**src/rtl/mbd_pkg.sv**
```systemverilog
// shared types and constants of the multi-button debouncer
package mbd_pkg;

  localparam int LEVEL_W   = 7;
  localparam int FACTOR_W  = 8;
  localparam int NUM_W     = 16;
  localparam int DIV_STEPS = NUM_W / 2;
  localparam int STEP_W    = $clog2(DIV_STEPS);
  localparam int INDEX_W   = 3;
  localparam int MASK_W    = 8;
  localparam int ADDR_W    = 4;
  localparam int DATA_W    = 32;
  localparam int REG_IDX_W = 2;

  localparam logic [LEVEL_W-1:0] FULL_LEVEL = LEVEL_W'(100);

  localparam logic [REG_IDX_W-1:0] REG_FACTOR = 2'd0;
  localparam logic [REG_IDX_W-1:0] REG_LOW    = 2'd1;
  localparam logic [REG_IDX_W-1:0] REG_HIGH   = 2'd2;
  localparam logic [REG_IDX_W-1:0] REG_MASK   = 2'd3;

  typedef enum logic [1:0] {
    ST_IDLE,
    ST_LOAD,
    ST_DIV,
    ST_DONE
  } state_e;

endpackage

```
**src/rtl/mbd_ram.sv**
```systemverilog
// generic single-write, single-read ram with registered read data
module mbd_ram #(
  parameter int WIDTH = 7,
  parameter int DEPTH = 8
) (
  input  logic                                   clk_i,
  input  logic                                   we_i,
  input  logic [(DEPTH > 1 ? $clog2(DEPTH) : 1)-1:0] waddr_i,
  input  logic [WIDTH-1:0]                       wdata_i,
  input  logic                                   re_i,
  input  logic [(DEPTH > 1 ? $clog2(DEPTH) : 1)-1:0] raddr_i,
  output logic [WIDTH-1:0]                       rdata_o
);

  logic [WIDTH-1:0] mem [DEPTH];
  logic [WIDTH-1:0] rdata_q;

  always_ff @(posedge clk_i) begin
    if (we_i) begin
      mem[waddr_i] <= wdata_i;
    end
  end

  always_ff @(posedge clk_i) begin
    if (re_i) begin
      rdata_q <= mem[raddr_i];
    end
  end

  assign rdata_o = rdata_q;

endmodule

```
**src/rtl/mbd_div.sv**
```systemverilog
// iterative restoring divider, two quotient bits per cycle
module mbd_div
  import mbd_pkg::*;
(
  input  logic                clk_i,
  input  logic                rst_ni,
  input  logic                start_i,
  input  logic [NUM_W-1:0]    dividend_i,
  input  logic [FACTOR_W-1:0] divisor_i,
  output logic                done_o,
  output logic [LEVEL_W-1:0]  quotient_o
);

  logic [NUM_W-1:0]    dvd_q, dvd_d;
  logic [FACTOR_W-1:0] rem_q, rem_d;
  logic [FACTOR_W-1:0] dsr_q;
  logic [STEP_W-1:0]   cnt_q, cnt_d;
  logic                busy_q, busy_d;
  logic                done_q, done_d;

  logic [FACTOR_W:0]   r1, r1s, r2, r2s;
  logic                ge1, ge2;

  always_comb begin
    r1  = {rem_q, dvd_q[NUM_W-1]};
    ge1 = r1 >= {1'b0, dsr_q};
    r1s = ge1 ? r1 - {1'b0, dsr_q} : r1;
    r2  = {r1s[FACTOR_W-1:0], dvd_q[NUM_W-2]};
    ge2 = r2 >= {1'b0, dsr_q};
    r2s = ge2 ? r2 - {1'b0, dsr_q} : r2;
  end

  always_comb begin
    dvd_d  = dvd_q;
    rem_d  = rem_q;
    cnt_d  = cnt_q;
    busy_d = busy_q;
    done_d = 1'b0;
    if (start_i) begin
      dvd_d  = dividend_i;
      rem_d  = '0;
      cnt_d  = '0;
      busy_d = 1'b1;
    end else if (busy_q) begin
      dvd_d = {dvd_q[NUM_W-3:0], ge1, ge2};
      rem_d = r2s[FACTOR_W-1:0];
      cnt_d = cnt_q + STEP_W'(1);
      if (cnt_q == STEP_W'(DIV_STEPS - 1)) begin
        busy_d = 1'b0;
        done_d = 1'b1;
      end
    end
  end

  always_ff @(posedge clk_i or negedge rst_ni) begin
    if (!rst_ni) begin
      busy_q <= 1'b0;
      done_q <= 1'b0;
      cnt_q  <= '0;
    end else begin
      busy_q <= busy_d;
      done_q <= done_d;
      cnt_q  <= cnt_d;
    end
  end

  always_ff @(posedge clk_i) begin
    dvd_q <= dvd_d;
    rem_q <= rem_d;
    if (start_i) begin
      dsr_q <= divisor_i;
    end
  end

  assign done_o     = done_q;
  assign quotient_o = dvd_q[LEVEL_W-1:0];

endmodule

```
**src/rtl/multi_button_ema_debouncer.sv**
```systemverilog
// top level of the multi-button exponential-average debouncer
// Each accepted beat is one raw pin sample of one button. The block updates that
// button's filtered level (0 to 100) as floor((old*(factor-1) + raw*100)/factor)
// and its debounced pressed flag with hysteresis between the low and high
// thresholds, then delivers one result beat; samples for an index not below
// BUTTONS give no result. A button's first sample starts from its released level.
// Each sample passes in order through a load step that forms the numerator from
// the level-table read, the shared divider (two quotient bits per cycle), a step
// in which the divider reports done, a commit step and an idle step that takes
// the next sample.
// in_stall_o is high from the load step through the commit step.
// The result sits in an output register, so a stalled result does not hold up
// the next sample until that sample is ready to commit.
module multi_button_ema_debouncer
  import mbd_pkg::*;
#(
  parameter int BUTTONS = 8
) (
  input  logic                clk_i,
  input  logic                rst_ni,

  input  logic                psel,
  input  logic                penable,
  input  logic                pwrite,
  input  logic [ADDR_W-1:0]   paddr,
  input  logic [DATA_W-1:0]   pwdata,
  output logic [DATA_W-1:0]   prdata,
  output logic                pready,

  input  logic                in_valid_i,
  output logic                in_stall_o,
  input  logic [INDEX_W-1:0]  button_index_i,
  input  logic                raw_level_i,

  output logic                out_valid_o,
  input  logic                out_stall_i,
  output logic [INDEX_W-1:0]  button_echo_o,
  output logic                press_event_o,
  output logic                now_pressed_o,
  output logic                was_held_o,
  output logic [LEVEL_W-1:0]  filtered_level_o
);

  localparam int IDX_W = (BUTTONS > 1) ? $clog2(BUTTONS) : 1;

  logic [FACTOR_W-1:0] factor_q;
  logic [LEVEL_W-1:0]  low_q;
  logic [LEVEL_W-1:0]  high_q;
  logic [MASK_W-1:0]   mask_q;

  state_e state_q, state_d;

  logic [IDX_W-1:0]    idx_q;
  logic [INDEX_W-1:0]  echo_q;
  logic                raw_q;
  logic [BUTTONS-1:0]  seen_q, pressed_q;

  logic                out_valid_q;
  logic [INDEX_W-1:0]  echo_out_q;
  logic                press_q, now_q, held_q;
  logic [LEVEL_W-1:0]  level_out_q;

  logic                accept, cfg_wr, out_free, commit, load_en;
  logic                in_range, active_high;
  logic [FACTOR_W-1:0] factor_eff, factor_m1;
  logic [LEVEL_W-1:0]  old_level, rd_level, new_level;
  logic [NUM_W-1:0]    numerator;
  logic                div_done;
  logic                was_pressed, after;

  // configuration port
  assign pready = 1'b1;
  assign cfg_wr = psel && penable && pwrite;

  always_ff @(posedge clk_i or negedge rst_ni) begin
    if (!rst_ni) begin
      factor_q <= FACTOR_W'(4);
      low_q    <= LEVEL_W'(30);
      high_q   <= LEVEL_W'(70);
      mask_q   <= '0;
    end else if (cfg_wr) begin
      unique case (paddr[REG_IDX_W+1:2])
        REG_FACTOR: factor_q <= pwdata[FACTOR_W-1:0];
        REG_LOW:    low_q    <= pwdata[LEVEL_W-1:0];
        REG_HIGH:   high_q   <= pwdata[LEVEL_W-1:0];
        REG_MASK:   mask_q   <= pwdata[MASK_W-1:0];
        default:    ;
      endcase
    end
  end

  always_comb begin
    unique case (paddr[REG_IDX_W+1:2])
      REG_FACTOR: prdata = DATA_W'(factor_q);
      REG_LOW:    prdata = DATA_W'(low_q);
      REG_HIGH:   prdata = DATA_W'(high_q);
      REG_MASK:   prdata = DATA_W'(mask_q);
      default:    prdata = '0;
    endcase
  end

  // sequencer
  assign in_range = 32'(button_index_i) < BUTTONS;
  assign accept   = in_valid_i && !in_stall_o;
  assign out_free = !out_valid_q || !out_stall_i;

  always_comb begin
    state_d = state_q;
    unique case (state_q)
      ST_IDLE: if (accept && in_range) state_d = ST_LOAD;
      ST_LOAD: state_d = ST_DIV;
      ST_DIV:  if (div_done) state_d = ST_DONE;
      ST_DONE: if (out_free) state_d = ST_IDLE;
      default: state_d = ST_IDLE;
    endcase
  end

  always_comb begin
    in_stall_o = 1'b1;
    load_en    = 1'b0;
    commit     = 1'b0;
    unique case (state_q)
      ST_IDLE: in_stall_o = 1'b0;
      ST_LOAD: load_en    = 1'b1;
      ST_DIV:  ;
      ST_DONE: commit     = out_free;
      default: ;
    endcase
  end

  always_ff @(posedge clk_i or negedge rst_ni) begin
    if (!rst_ni) begin
      state_q <= ST_IDLE;
    end else begin
      state_q <= state_d;
    end
  end

  always_ff @(posedge clk_i) begin
    if (accept) begin
      idx_q  <= IDX_W'(button_index_i);
      echo_q <= button_index_i;
      raw_q  <= raw_level_i;
    end
  end

  // level table
  mbd_ram #(
    .WIDTH(LEVEL_W),
    .DEPTH(BUTTONS)
  ) u_level_ram (
    .clk_i   (clk_i),
    .we_i    (commit),
    .waddr_i (idx_q),
    .wdata_i (new_level),
    .re_i    (accept),
    .raddr_i (IDX_W'(button_index_i)),
    .rdata_o (rd_level)
  );

  // numerator and shared divider
  assign active_high = mask_q[echo_q];
  assign factor_eff  = (factor_q == '0) ? FACTOR_W'(1) : factor_q;
  assign factor_m1   = factor_eff - FACTOR_W'(1);
  assign old_level   = seen_q[idx_q] ? rd_level : (active_high ? '0 : FULL_LEVEL);
  assign numerator   = NUM_W'(old_level) * NUM_W'(factor_m1)
                     + (raw_q ? NUM_W'(FULL_LEVEL) : '0);

  mbd_div u_div (
    .clk_i      (clk_i),
    .rst_ni     (rst_ni),
    .start_i    (load_en),
    .dividend_i (numerator),
    .divisor_i  (factor_eff),
    .done_o     (div_done),
    .quotient_o (new_level)
  );

  // hysteresis
  always_comb begin
    was_pressed = pressed_q[idx_q];
    after       = was_pressed;
    if (!was_pressed) begin
      if (active_high ? (new_level > high_q) : (new_level < low_q)) after = 1'b1;
    end else begin
      if (active_high ? (new_level < low_q) : (new_level > high_q)) after = 1'b0;
    end
  end

  always_ff @(posedge clk_i or negedge rst_ni) begin
    if (!rst_ni) begin
      seen_q    <= '0;
      pressed_q <= '0;
    end else if (commit) begin
      seen_q[idx_q]    <= 1'b1;
      pressed_q[idx_q] <= after;
    end
  end

  // result register
  always_ff @(posedge clk_i or negedge rst_ni) begin
    if (!rst_ni) begin
      out_valid_q <= 1'b0;
    end else if (commit) begin
      out_valid_q <= 1'b1;
    end else if (out_valid_q && !out_stall_i) begin
      out_valid_q <= 1'b0;
    end
  end

  always_ff @(posedge clk_i) begin
    if (commit) begin
      echo_out_q  <= echo_q;
      press_q     <= !was_pressed && after;
      now_q       <= after;
      held_q      <= was_pressed;
      level_out_q <= new_level;
    end
  end

  assign out_valid_o      = out_valid_q;
  assign button_echo_o    = echo_out_q;
  assign press_event_o    = press_q;
  assign now_pressed_o    = now_q;
  assign was_held_o       = held_q;
  assign filtered_level_o = level_out_q;

endmodule
```
**config.mk**
```make
export PLATFORM = sky130hd
export DESIGN_NAME = multi_button_ema_debouncer
export DESIGN_NICKNAME = d
export VERILOG_FILES = /design/src/rtl/mbd_pkg.sv /design/src/rtl/mbd_ram.sv /design/src/rtl/mbd_div.sv /design/src/rtl/multi_button_ema_debouncer.sv
export SDC_FILE = /design/constraint.sdc
export NUM_CORES = 1
export LEC_CHECK = 0
export ABC_AREA = 1
export BUFFER_PORTS_ARGS = -buffer_cell sky130_fd_sc_hd__clkbuf_2
export CAP_MARGIN = 10
export CORE_MARGIN = 3
export CORE_UTILIZATION = 55
export CTS_CLUSTER_DIAMETER = 40
export CTS_CLUSTER_SIZE = 30
export DETAILED_ROUTE_END_ITERATION = 16
export GPL_TIMING_DRIVEN = 0
export HOLD_SLACK_MARGIN = 0.15
export MAX_ROUTING_LAYER = met4
export PLACE_DENSITY = 0.78
export SYNTH_ARGS = -nofsm -noshare
export SYNTH_HDL_FRONTEND = slang
export SYNTH_SLANG_ARGS = --single-unit
```
**constraint.sdc**
```tcl
create_clock -name clk_i -period 4.8 [get_ports clk_i]
set_input_delay 0.48 -clock clk_i [delete_from_list [all_inputs] [get_ports clk_i]]
set_output_delay 0.48 -clock clk_i [all_outputs]
set_load 0.005 [all_outputs]
```
==> flow_summary.yaml <==
global_routing:
  grt_usage_pct: 27.2
  antenna_found_initial: 0
  grt_pass1_vias: 8393
  grt_pass1_wl_um: 42700
  overflow: 0
  grt_max_degree: 55
detailed_routing:
  drt_iter0_markers: 727
  viasPerCell: 5.52
  drtPass1Iterations: 5
  ant_nets: 0
  avgRoutedWirePerCell_um: 17.1
  vias: 8665
  drc: 0
  finalWirelength_um: 26800
setup_path:
  reg2reg_depth: 25
  worstReg2RegStart: "echo_q[2]"
  worstSetupEndpointType: "register"
  arrival_ns: 5.34
  required_ns: 4.99
  startpoint: "echo_q[2]"
  crit_path_start_kind: "register"
  crit_type: "register to register"
  cp_max_fo: 6
synthesis:
  synth_seq_area_share_pct: 44.0
  synth_cell_types: 52
  yosys_register_bits: 166
  synth-adder-area-share_pct: 15.6
  ys_warn_count: 0
  synth.area.mux_share_pct: 0
  syn-cell-area_mm2: 0.0106
  synth_top_family_by_area: "simple AND/OR/NAND/NOR gates"
  synth_edf_count: 104
  yosysTopAreaCellShare_pct: 29.6
  synth_area_per_cell_um2: 8.85
  synthCells: 1193
  synth_compound_gate_area_share_pct: 8.77
  synthArstFlopShare_pct: 32.5
  synth_simple_gate_area_share_pct: 20.2
  synth_flop_cell: "edfxtp_1"
  ys_top_cells_by_area: "edfxtp_1 30%, dfrtp_1 11%, nand2_1 9.5%, ha_1 9.0%, fa_1 6.6%"
  yosysTopAreaCell: "edfxtp_1"
  synth_xor_area_share_pct: 1.65
final_layout:
  fin_util_pct: 66.9
  nFillCells: 1394
  seqCellArea_mm2: 0.00465
  diodes: 0
  layout.nets: 1480
  mostFrequentLayoutCells: "257 x nand2_1, 165 x inv_1, 125 x nor2_1"
  mostFrequentLayoutCell: "nand2_1"
  multi_input_area_mm2: 0.00538
  synthToLayoutAreaGrowth_pct: 19.0
  drive_gt1_share_pct: 20.9
die:
  pin_count: 95
  std_cell_rows: 50
  initial_core_util_pct: 56.2
  coreArea_mm2: 0.0188
  die_width_um: 145
  die-area_mm2: 0.0209
  chipHeight_um: 145
timing:
  tightest_slew_ns: 0.959
  drv_slew: 0
  worst_slack_ns: -0.344
  rsz0062_at_grt: "yes"
  relSlewSlack_pct: 35.8
  period_minus_slack_ns: 5.14
  final.setup_skew_ns: 0.0126
  finalCritPeriodShare_pct: 107
  setup_viol: 10
  fmax_mhz: 194
  hold_violations: 0
clock_tree:
  ctsHoldBuffers: 0
  htree_num_levels: 4
  clkLatencyLatePin_ns: 0.45
  cts.sinks: 166
  cts-root-buf: "clkbuf_16"
  clk_pin_slew_ns: 0.08
  cts_tree: "yes"
  cts_buffers: 17
  clk_path_buf_depth: 2
run_status:
  violations: "setup timing"
  status: "finished, violations left"
place:
  portBuffers: 43
  dp_hpwl_um: 18200
  gp_congestion: 0.946
run:
  drv_cap: 0
worst_hold_path:
  min-delay-path-class: "input port to async pin"
## metal layers
layer | vias to the layer above | track usage (%) | part of all wire (%)
met4 | 0 | 7.90 | 2.5
met5 | - | - | 0
met1 | 4104 | 36.5 | 42
met2 | 428 | 43.4 | 47
met3 | 71 | 4.13 | 8.3
li1 | 4062 | - | -
## final timing paths
| check | end | slack (ns) |
|---|---|---|
| max in group asynchronous | factor_q[6] | 4.04 |
| worst min register to register | u_div.rem_q[5] | 0.47 |
| worst min-delay path | pressed_q[1] | 0.16 |
| worst max register to register | u_div.dvd_q[15] | -0.34 |
| worst max-delay path | u_div.dvd_q[15] | -0.34 |
| min in group clk_i | raw_q | 0.21 |
## worst max-delay path, cell delays in order, from the launching register on
cell and delay [ns]:
edfxtp_1 0.52, nand2_2 0.16, nor2_4 0.13, inv_2 0.06, o211ai_2 0.23, nor2_4 0.07, buf_12 0.15, inv_6 0.08
nand2_4 0.09, inv_1 0.11, nand2_2 0.07, fa_1 0.51, fa_1 0.50, inv_1 0.05, fa_1 0.47, inv_1 0.05
fa_1 0.49, inv_2 0.05, ha_4 0.27, a21oi_4 0.15, nand2_2 0.07, nand4_1 0.10, nand4_1 0.13, or2_4 0.26
nand3_2 0.05, nand2_1 0.06
## synth_stat cells, types with 12 or more instances
master and number:
inv_2 12, a21oi_1 24, nor2_1 136, fa_1 35, clkbuf_1 24, a31oi_1 14, inv_1 174, nand2_1 268
buf_4 25, ha_1 76, nand3_1 39, o21ai_0 78, edfxtp_1 104, dfrtp_1 46
## registers in the layout (all words and copies together) (netlist names), 7 cells and up
signal	count
low_q	7
mask_q	8
u_div.rem_q	8
pressed_q	8
filtered_level_o	7
u_div.dsr_q	8
factor_q	8
u_level_ram.mem	56
u_div.dvd_q	16
u_level_ram.rdata_o	7
high_q	7
seen_q	8
## kinds of logic after synthesis
kind of cell / Yosys count
flip-flops: 166
other: 2
XOR/XNOR: 19
adder cells (fa/ha/maj): 111
AO/OA/AOI/OAI: 155
buffers and inverters: 241
AND/OR/NAND/NOR: 499
## per-stage QoR
stage / setup TNS (ns) / std cells / setup WS, ns / hold WS (ns) / cell area (µm²)
2_1_floorplan: 0 / 1216 / 0.00559 / 0.184 / 10800
3_3_place_gp: -2.52 / 1493 / -0.411 / 0.438 / 11300
3_5_place_dp: -3.34 / 1494 / -0.559 / 0.450 / 11300
4_1_cts: -1.65 / 1561 / -0.245 / 0.178 / 12400
5_1_grt: -4.24 / 1569 / -0.521 / 0.210 / 12600
6_report: -2.25 / 1569 / -0.344 / 0.165 / 12600
## timing repair
action / CTS / global route
gates resized for setup: 47 / 33
pin swaps: 30 / 18
setup endpoints to repair: 10 / 11
cloned: 1 / 0
setup buffers: 34 / 9
## cell type report
cell class                 count  share of cell area (%)
inverter                     188                    5.78
clock buffer                  17                    3.39
multi-input combinational    809                    42.9
buffer                        53                    2.47
sequential                   166                    37.0
timing repair buffer          87                    4.52
tap                          234                    2.33
clock inverter                15                    1.60
Power is not shown: default switching activity piles up to over one toggle a cycle in this logic, so the estimate is an artifact.
